===== config.mk =====
export PLATFORM = sky130hd
export DESIGN_NAME = gateway_health_mode_manager
export DESIGN_NICKNAME = d
export VERILOG_FILES = /design/src/sv/ghmm_pkg.sv /design/src/sv/gateway_health_mode_manager.sv
export SDC_FILE = /design/constraint.sdc
export NUM_CORES = 1
export LEC_CHECK = 0
export BUFFER_PORTS_ARGS = -buffer_cell sky130_fd_sc_hd__buf_4
export CORE_MARGIN = 2
export CORE_UTILIZATION = 32
export DETAILED_ROUTE_END_ITERATION = 7
export PLACE_DENSITY = 0.5
export SYNTH_ARGS = -nofsm -noshare
export SYNTH_HDL_FRONTEND = slang
export SYNTH_SLANG_ARGS = --single-unit

===== constraint.sdc =====
create_clock -name clk -period 6.3 [get_ports clk]
set_input_delay 1.26 -clock clk [delete_from_list [all_inputs] [get_ports clk]]
set_output_delay 1.26 -clock clk [all_outputs]
set_load 0.005 [all_outputs]

===== src/sv/ghmm_pkg.sv =====
package ghmm_pkg;

    // ecu state codes
    localparam logic [2:0] ECU_ABSENT  = 3'd0;
    localparam logic [2:0] ECU_START1  = 3'd1;
    localparam logic [2:0] ECU_START2  = 3'd2;
    localparam logic [2:0] ECU_RUN     = 3'd3;
    localparam logic [2:0] ECU_SHUTDN  = 3'd4;
    localparam logic [2:0] ECU_SLEEP   = 3'd5;
    localparam logic [2:0] ECU_OFF     = 3'd6;
    localparam logic [2:0] ECU_OTHER   = 3'd7;

    // comm mode codes
    localparam logic [1:0] COMM_ABSENT = 2'd0;
    localparam logic [1:0] COMM_NONE   = 2'd1;
    localparam logic [1:0] COMM_SILENT = 2'd2;
    localparam logic [1:0] COMM_FULL   = 2'd3;

    // application bridge codes
    localparam logic [1:0] APP_ABSENT   = 2'd0;
    localparam logic [1:0] APP_NOTREADY = 2'd1;
    localparam logic [1:0] APP_READY    = 2'd2;
    localparam logic [1:0] APP_DEGRADED = 2'd3;

    // profile codes
    localparam logic [1:0] PROF_NORMAL   = 2'd0;
    localparam logic [1:0] PROF_DEGRADED = 2'd1;
    localparam logic [1:0] PROF_DIAG     = 2'd2;

    // gateway command codes
    localparam logic [2:0] CMD_NONE     = 3'd0;
    localparam logic [2:0] CMD_HOLD     = 3'd1;
    localparam logic [2:0] CMD_NO_COMM  = 3'd2;
    localparam logic [2:0] CMD_NORMAL   = 3'd3;
    localparam logic [2:0] CMD_DEGRADED = 3'd4;
    localparam logic [2:0] CMD_DIAG     = 3'd5;

    // configuration register indexes
    localparam logic [1:0] CFG_CAN_LIMIT  = 2'd0;
    localparam logic [1:0] CFG_ETH_LIMIT  = 2'd1;
    localparam logic [1:0] CFG_AUTH_LIMIT = 2'd2;
    localparam logic [1:0] CFG_RECOV_LIMIT = 2'd3;

    // limit reset values
    localparam logic [7:0] CAN_LIMIT_RST   = 8'd3;
    localparam logic [7:0] ETH_LIMIT_RST   = 8'd3;
    localparam logic [7:0] AUTH_LIMIT_RST  = 8'd5;
    localparam logic [7:0] RECOV_LIMIT_RST = 8'd5;

    typedef struct packed {
        logic comm;
        logic eth;
        logic nroute;
        logic droute;
        logic degev;
        logic diagev;
    } levels_t;

endpackage


===== src/sv/gateway_health_mode_manager.sv =====
// a request is held in the input register, then its result in the result register
// throughput: one request per cycle; input register and result register are split by
// a single stage of compare/increment logic, and the counters close their loop there
// the input side stalls only while a held result is stalled and the input register is full
// reset (rst_n low, asynchronous): counters zero, profile normal, command none, all
// action levels off, limits back to 3/3/5/5, both stages empty
module gateway_health_mode_manager
    import ghmm_pkg::*;
#(
    parameter int COUNT_MAX = 255
)
(
    input  logic       clk,
    input  logic       rst_n,
    // configuration
    input  logic       cfg_write_en,
    input  logic [1:0] cfg_index,
    input  logic [7:0] cfg_data,
    // tick snapshot channel
    input  logic       in_valid,
    output logic       in_stall,
    input  logic [2:0] ecu_state,
    input  logic [1:0] comm_mode,
    input  logic [1:0] comm_desired,
    input  logic       can_fault,
    input  logic       eth_offline,
    input  logic       auth_failure,
    input  logic [1:0] app_state,
    // result channel
    output logic       out_valid,
    input  logic       out_stall,
    output logic [1:0] profile,
    output logic       profile_changed,
    output logic [2:0] command,
    output logic       command_changed,
    output logic       comm_full_request,
    output logic       eth_full_request,
    output logic       normal_route_on,
    output logic       diag_route_on,
    output logic       degraded_event_failed,
    output logic       diag_event_failed
);

    // counter width follows the saturation point; compares run at the wider of it and 8
    localparam int CountW = $clog2(COUNT_MAX + 1);
    localparam int CmpW   = (CountW > 8) ? CountW : 8;
    localparam logic [CountW-1:0] CountMax = CountW'(COUNT_MAX);

    // configuration limits
    logic [7:0] can_limit_reg, eth_limit_reg, auth_limit_reg, recov_limit_reg;

    // health state
    logic [CountW-1:0] can_cnt_reg, eth_cnt_reg, auth_cnt_reg, recov_cnt_reg;
    logic [CountW-1:0] can_cnt_next, eth_cnt_next, auth_cnt_next, recov_cnt_next;
    logic [1:0]        cur_prof_reg, cur_prof_next;
    logic [2:0]        last_cmd_reg, last_cmd_next;
    levels_t           levels_reg, levels_next;

    // input register
    logic       in_vld_reg;
    logic [2:0] ecu_reg;
    logic [1:0] cm_reg, cd_reg, app_reg;
    logic       canf_reg, ethf_reg, authf_reg;

    // result register
    logic       out_vld_reg;
    logic [1:0] prof_out_reg;
    logic       pchg_out_reg, cchg_out_reg;
    logic [2:0] cmd_out_reg;
    levels_t    lv_out_reg;

    logic advance;
    logic out_free;

    // computed per tick
    logic       demanded, app_ready;
    logic       over_can, over_eth, over_auth, over_recov;
    logic       pchg, cchg;
    logic [1:0] cd_eff;
    logic [2:0] cmd;
    levels_t    lv_prof;

    function automatic logic [CountW-1:0] sat_inc(input logic [CountW-1:0] v);
        return (v < CountMax) ? v + 1'b1 : CountMax;
    endfunction

    // levels for a given profile, event bits untouched
    function automatic levels_t drive_prof(input levels_t lv, input logic [1:0] prof,
                                           input logic ready);
        levels_t r;
        r        = lv;
        r.comm   = 1'b1;
        r.eth    = 1'b1;
        r.nroute = (prof != PROF_DIAG) && ready;
        r.droute = (prof != PROF_NORMAL);
        return r;
    endfunction

    // handshake: result register frees when empty or taken this cycle
    assign out_free = !out_vld_reg || !out_stall;
    assign advance  = in_vld_reg && out_free;
    assign in_stall = in_vld_reg && !out_free;

    // configuration writes
    always_ff @(posedge clk or negedge rst_n)
    begin
        if (!rst_n)
        begin
            can_limit_reg   <= CAN_LIMIT_RST;
            eth_limit_reg   <= ETH_LIMIT_RST;
            auth_limit_reg  <= AUTH_LIMIT_RST;
            recov_limit_reg <= RECOV_LIMIT_RST;
        end
        else if (cfg_write_en)
        begin
            unique case (cfg_index)
                CFG_CAN_LIMIT:   can_limit_reg   <= cfg_data;
                CFG_ETH_LIMIT:   eth_limit_reg   <= cfg_data;
                CFG_AUTH_LIMIT:  auth_limit_reg  <= cfg_data;
                CFG_RECOV_LIMIT: recov_limit_reg <= cfg_data;
                default:         can_limit_reg   <= can_limit_reg;
            endcase
        end
    end

    // input register: loads whenever it is empty or moving on
    always_ff @(posedge clk or negedge rst_n)
    begin
        if (!rst_n)
        begin
            in_vld_reg <= 1'b0;
        end
        else if (!in_stall)
        begin
            in_vld_reg <= in_valid;
        end
    end

    always_ff @(posedge clk)
    begin
        if (in_valid && !in_stall)
        begin
            ecu_reg   <= ecu_state;
            cm_reg    <= comm_mode;
            cd_reg    <= comm_desired;
            canf_reg  <= can_fault;
            ethf_reg  <= eth_offline;
            authf_reg <= auth_failure;
            app_reg   <= app_state;
        end
    end

    // health counters and profile selection
    always_comb
    begin
        demanded  = (ecu_reg == ECU_RUN) && (cm_reg == COMM_FULL);
        app_ready = (app_reg == APP_READY);

        can_cnt_next  = (demanded && canf_reg)  ? sat_inc(can_cnt_reg)  : '0;
        eth_cnt_next  = (demanded && ethf_reg)  ? sat_inc(eth_cnt_reg)  : '0;
        auth_cnt_next = (demanded && authf_reg) ? sat_inc(auth_cnt_reg) : '0;

        over_can   = CmpW'(can_cnt_next)  >= CmpW'(can_limit_reg);
        over_eth   = CmpW'(eth_cnt_next)  >= CmpW'(eth_limit_reg);
        over_auth  = CmpW'(auth_cnt_next) >= CmpW'(auth_limit_reg);

        cur_prof_next  = cur_prof_reg;
        recov_cnt_next = '0;
        over_recov     = 1'b0;
        if (demanded)
        begin
            if (over_auth || (over_can && over_eth))
            begin
                cur_prof_next = PROF_DIAG;
            end
            else if (over_can || over_eth)
            begin
                cur_prof_next = PROF_DEGRADED;
            end
            else
            begin
                recov_cnt_next = sat_inc(recov_cnt_reg);
                over_recov     = CmpW'(recov_cnt_next) >= CmpW'(recov_limit_reg);
                if (over_recov)
                begin
                    cur_prof_next = PROF_NORMAL;
                end
            end
        end
        pchg = (cur_prof_next != cur_prof_reg);

        // profile change drives levels and diagnostic events
        lv_prof = levels_reg;
        if (pchg)
        begin
            lv_prof = drive_prof(levels_reg, cur_prof_next, app_ready);
            case (cur_prof_next)
                PROF_NORMAL:
                begin
                    lv_prof.degev  = 1'b0;
                    lv_prof.diagev = 1'b0;
                end
                PROF_DEGRADED:
                begin
                    lv_prof.degev  = 1'b1;
                    lv_prof.diagev = 1'b0;
                end
                default:
                begin
                    // degraded event is left as it was
                    lv_prof.diagev = 1'b1;
                end
            endcase
        end
    end

    // gateway command and its actions
    always_comb
    begin
        // desired comm falls back to the reported one when absent
        cd_eff = (cd_reg == COMM_ABSENT) ? cm_reg : cd_reg;

        unique case (ecu_reg) inside
            ECU_ABSENT:             cmd = CMD_NONE;
            ECU_START1, ECU_START2: cmd = CMD_HOLD;
            ECU_RUN:
            begin
                if ((cd_eff == COMM_NONE) || (cd_eff == COMM_SILENT))
                    cmd = CMD_NO_COMM;
                else if (app_reg == APP_NOTREADY)
                    cmd = CMD_NO_COMM;
                else if (app_reg == APP_DEGRADED)
                    cmd = CMD_DIAG;
                else if (cur_prof_next == PROF_DIAG)
                    cmd = CMD_DIAG;
                else if (cur_prof_next == PROF_DEGRADED)
                    cmd = CMD_DEGRADED;
                else
                    cmd = CMD_NORMAL;
            end
            ECU_SHUTDN, ECU_SLEEP, ECU_OFF, ECU_OTHER: cmd = CMD_NO_COMM;
            default:                cmd = CMD_NO_COMM;
        endcase

        cchg          = (cmd != last_cmd_reg);
        last_cmd_next = cmd;
        levels_next   = lv_prof;
        if (cchg)
        begin
            case (cmd)
                CMD_HOLD:
                begin
                    levels_next.nroute = 1'b0;
                    levels_next.droute = 1'b0;
                    levels_next.eth    = 1'b0;
                end
                CMD_NO_COMM:
                begin
                    levels_next.comm   = 1'b0;
                    levels_next.nroute = 1'b0;
                    levels_next.droute = 1'b0;
                    levels_next.eth    = 1'b0;
                end
                CMD_NORMAL:   levels_next = drive_prof(lv_prof, PROF_NORMAL, app_ready);
                CMD_DEGRADED: levels_next = drive_prof(lv_prof, PROF_DEGRADED, app_ready);
                CMD_DIAG:     levels_next = drive_prof(lv_prof, PROF_DIAG, app_ready);
                default:      levels_next = lv_prof; // none drives nothing
            endcase
        end
    end

    // health state commits as a request moves into the result register
    always_ff @(posedge clk or negedge rst_n)
    begin
        if (!rst_n)
        begin
            can_cnt_reg   <= '0;
            eth_cnt_reg   <= '0;
            auth_cnt_reg  <= '0;
            recov_cnt_reg <= '0;
            cur_prof_reg  <= PROF_NORMAL;
            last_cmd_reg  <= CMD_NONE;
            levels_reg    <= '0;
        end
        else if (advance)
        begin
            can_cnt_reg   <= can_cnt_next;
            eth_cnt_reg   <= eth_cnt_next;
            auth_cnt_reg  <= auth_cnt_next;
            recov_cnt_reg <= recov_cnt_next;
            cur_prof_reg  <= cur_prof_next;
            last_cmd_reg  <= last_cmd_next;
            levels_reg    <= levels_next;
        end
    end

    // result register
    always_ff @(posedge clk or negedge rst_n)
    begin
        if (!rst_n)
        begin
            out_vld_reg <= 1'b0;
        end
        else if (out_free)
        begin
            out_vld_reg <= advance;
        end
    end

    always_ff @(posedge clk)
    begin
        if (advance)
        begin
            prof_out_reg <= cur_prof_next;
            pchg_out_reg <= pchg;
            cmd_out_reg  <= cmd;
            cchg_out_reg <= cchg;
            lv_out_reg   <= levels_next;
        end
    end

    assign out_valid             = out_vld_reg;
    assign profile               = prof_out_reg;
    assign profile_changed       = pchg_out_reg;
    assign command               = cmd_out_reg;
    assign command_changed       = cchg_out_reg;
    assign comm_full_request     = lv_out_reg.comm;
    assign eth_full_request      = lv_out_reg.eth;
    assign normal_route_on       = lv_out_reg.nroute;
    assign diag_route_on         = lv_out_reg.droute;
    assign degraded_event_failed = lv_out_reg.degev;
    assign diag_event_failed     = lv_out_reg.diagev;

`ifndef SYNTHESIS
    // input side only holds back while a full result is stalled
    a_stall_cause: assert property (@(posedge clk) disable iff (!rst_n)
        in_stall |-> (out_vld_reg && out_stall && in_vld_reg))
        else $error("input stalled without a stalled result");

    // profile never leaves its three codes
    a_prof_code: assert property (@(posedge clk) disable iff (!rst_n)
        out_vld_reg |-> (prof_out_reg != 2'd3))
        else $error("profile code out of range");

    // a fresh diag-only profile always raises its event
    a_diag_event: assert property (@(posedge clk) disable iff (!rst_n)
        (out_vld_reg && pchg_out_reg && (prof_out_reg == PROF_DIAG)) |-> lv_out_reg.diagev)
        else $error("diag-only change without diag event");

    // a new no-comm command drops comm, ethernet and routing
    a_no_comm: assert property (@(posedge clk) disable iff (!rst_n)
        (out_vld_reg && cchg_out_reg && (cmd_out_reg == CMD_NO_COMM))
            |-> !(lv_out_reg.comm || lv_out_reg.eth || lv_out_reg.nroute
                  || lv_out_reg.droute))
        else $error("no-comm command left levels on");

    // state only moves with a request passing into the result register
    a_state_hold: assert property (@(posedge clk) disable iff (!rst_n)
        !advance |=> $stable(last_cmd_reg) && $stable(cur_prof_reg))
        else $error("health state changed without a request");
`endif

endmodule

==> impl_metrics.tcl <==
set metrics [dict create \
    grt_antenna_before_repair 0 \
    grt_usage_pct 14.4 \
    postSynth.asyncResetShare_pct 75.5 \
    achievable-frequency_mhz 172 \
    grt_pass1_vias 4008 \
    layout_commonest_cell "dfrtp_1" \
    mostFrequentLayoutCells "69 x dfrtp_1, 52 x nand2_1, 44 x mux2_2, 44 x buf_4, 42 x inv_1" \
    hold-worst-slack_ps 499 \
    timing.critical_path.slowest_stage_cell "edfxtp_1" \
    setup_tns_ps 0 \
    ctsHoldBuffers 0 \
    hold_depth 1 \
    syn_avg_cell_area_sq_um 10.4 \
    clk_transition_reported_paths_ps 70 \
    setup.worst_path.end_class "flip-flop" \
    synth.net_count 603 \
    cts.htree.levels 3 \
    clock_latency_ps 350 \
    number_of_buffers_added_by_the_clock_tree_synthesis_step 9 \
    initial_utilization_pct 32.6 \
    cts_resized 0 \
    rsz0062_at_grt "no" \
    drt_iter0_markers 298 \
    whs_endpoint "levels_reg[5]" \
    port-buffer-count 41 \
    global_route_congestion_overflow_total 0 \
    status "complete, no violations" \
    timing.reg2reg.setup_slack_ps 470 \
    synth_largest_area_cell "dfrtp_1" \
    vdd_drop_max_mv 0.150 \
    slew_headroom_pct 32.9 \
    postSynth.topFlopCell "dfrtp_1" \
    end_of_the_worst_register_to_register_path "normal_route_on" \
    grt_first_pass_wirelength_mm 20.5 \
    cp_slowest_stage_delay_ps 530 \
    clock_tree.buffer_depth 2 \
    fp.dieArea_sq_um 18500 \
    worst_margin_pin_slew_ps 1010 \
    io_pins 42 \
    routed-via-count 4014 \
    layout.nets 647 \
    finalCoreUtilization_pct 37.7 \
    routed_via_density 4.96 \
    yosys_warnings 0 \
    area_growth_pct 15.8 \
    stdcell_count 810 \
    fin_total_pwr_uw 1650 \
    final_layout_size_suffix_gt1_share_pct 20.0 \
    place_congestion 0.836 \
    flops_latches_synth 102 \
    numPlacedInstances 794 \
    worstPathArrival_ps 5920 \
    final_max_slew_viol_count 0 \
    n_antenna_cell 0 \
    grt_max_degree 78 \
    setup.worst_path.class "flip-flop to flip-flop" \
    startpoint_class_of_the_critical_path "flip-flop" \
    die_w_um 136 \
    min_period_ps 5830 \
    coreArea_sq_um 17200 \
    mapped_cell_area_sq_um 5590 \
    power.leakage_uw 0.00291 \
    synth_area_leaders "dfrtp_1 31%, edfxtp_1 13%, ha_1 9.0%" \
    dieHeight_um 136 \
    final_antenna_net_count 0 \
    r2r.worst_path.cells 21 \
    synth.yosys.seq_area_share_pct 48.1 \
    setup_violations 0 \
    pwr_density_cell_nw_per_um2 256 \
    synth_edf_count 25 \
    skew_ps 5.47 \
    routedWlPerCell_um 15.1 \
    row_count 48 \
    tritoncts "done" \
    r2r_start "ecu_reg[2]" \
    netlist.area_leader.share_pct 30.9 \
    final.period_utilization_pct 92.5 \
    first_pass_iters 4 \
    route.final.wire_length_mm 12.3 \
    cts-root-buf "clkbuf_16" \
    cts_setup_buffers 0 \
    worstPathRequired_ps 6390 \
    holdCritPathClass "flip-flop to flip-flop" \
    timing.critical_path.fanout_max 10 \
    synthCells 536 \
    timing.max_cap.violations 0 \
    place_hpwl_mm 8.94 \
    drcViolationCount 0 \
    hold_path_startpoint "levels_reg[5]" \
    finalHoldViolations 0 \
    clock_net_sink_count 102 \
    cp_cell_sequence "nor2_1, and3_1, nand2_1, a21o_1, ha_1, nand2b_1, a2111o_1, a31oi_2, nand2b_1, nor3_1, o21ai_0, o21ai_0, inv_1, ha_1, mux2_2, and2_1, mux2i_1, o21ai_1, o31a_2, o31a_1, a211oi_1" \
    synth.distinct_cells 49 \
]
critical path, delay by kind of cell (launching register included):
kind,cells,cell delay [ps]
flops,1,530
buf+inv,1,150
simple gates,7,1520
compound gates,9,2300
fa+ha+maj,2,640
mux,2,410
how the worst max path moves through the flow:
stage,startpoint,to,slack (ps),cells after the start
after floorplan,ecu_reg[2],normal_route_on,1150,23
after global placement,ecu_reg[2],normal_route_on,690,20
after detailed placement,ecu_reg[2],normal_route_on,550,20
after CTS,ecu_reg[2],normal_route_on,530,21
after global routing,ecu_reg[0],normal_route_on,40,22
final,ecu_reg[2],normal_route_on,470,21
synth_stat cells (all sizes together), types with 11 or more instances:
cell	number
ha	40
xnor2	11
inv	42
nand2	52
a21oi	31
nor2	27
dfrtp	69
edfxtp	25
mux2	44
and3	13
nand2b	14
o21ai	33
nand3	27
stage by stage:
step / cell area, sq um / worst slack, ps
final: 6470 / 472
after floorplan: 5590 / 1150
after CTS: 6470 / 526
after global routing: 6470 / 35.4
after global placement: 6160 / 693
after detailed placement: 6160 / 550
kinds of logic after synthesis:
kind of cell | count (synthesis) | synth area share [%]
compound gates | 111 | 12.8
xor+xnor | 17 | 2.66
mux | 48 | 9.58
buf+inv | 54 | 3.69
flops | 102 | 48.1
simple gates | 164 | 14.3
fa+ha+maj | 40 | 8.95
per-layer routing:
| layer | up-vias | part of all wire [%] | global-route usage [%] |
|---|---|---|---|
| li1 | 1999 | - | - |
| met1 | 1925 | 47 | 18.6 |
| met5 | - | 0 | 0 |
| met4 | 0 | 2.6 | 6.13 |
| met2 | 67 | 47 | 23.5 |
| met3 | 23 | 2.5 | 2.76 |
report_power, final:
| part | internal (uW) | switching [uW] |
|---|---|---|
| Clock | 348 | 253 |
| Sequential | 755 | 34.7 |
| Combinational | 119 | 145 |
cell type report:
cell class / count / area, sq um
Clock inverter: 6 / 86.3
Timing Repair Buffer: 44 / 330
Fill cell: 1728 / 10700
Sequential cell: 102 / 2690
Inverter: 43 / 161
Multi-Input combinational cell: 380 / 2700
Tap cell: 225 / 282
Clock buffer: 10 / 229
Note: power is estimated with default switching activity, not from simulation.
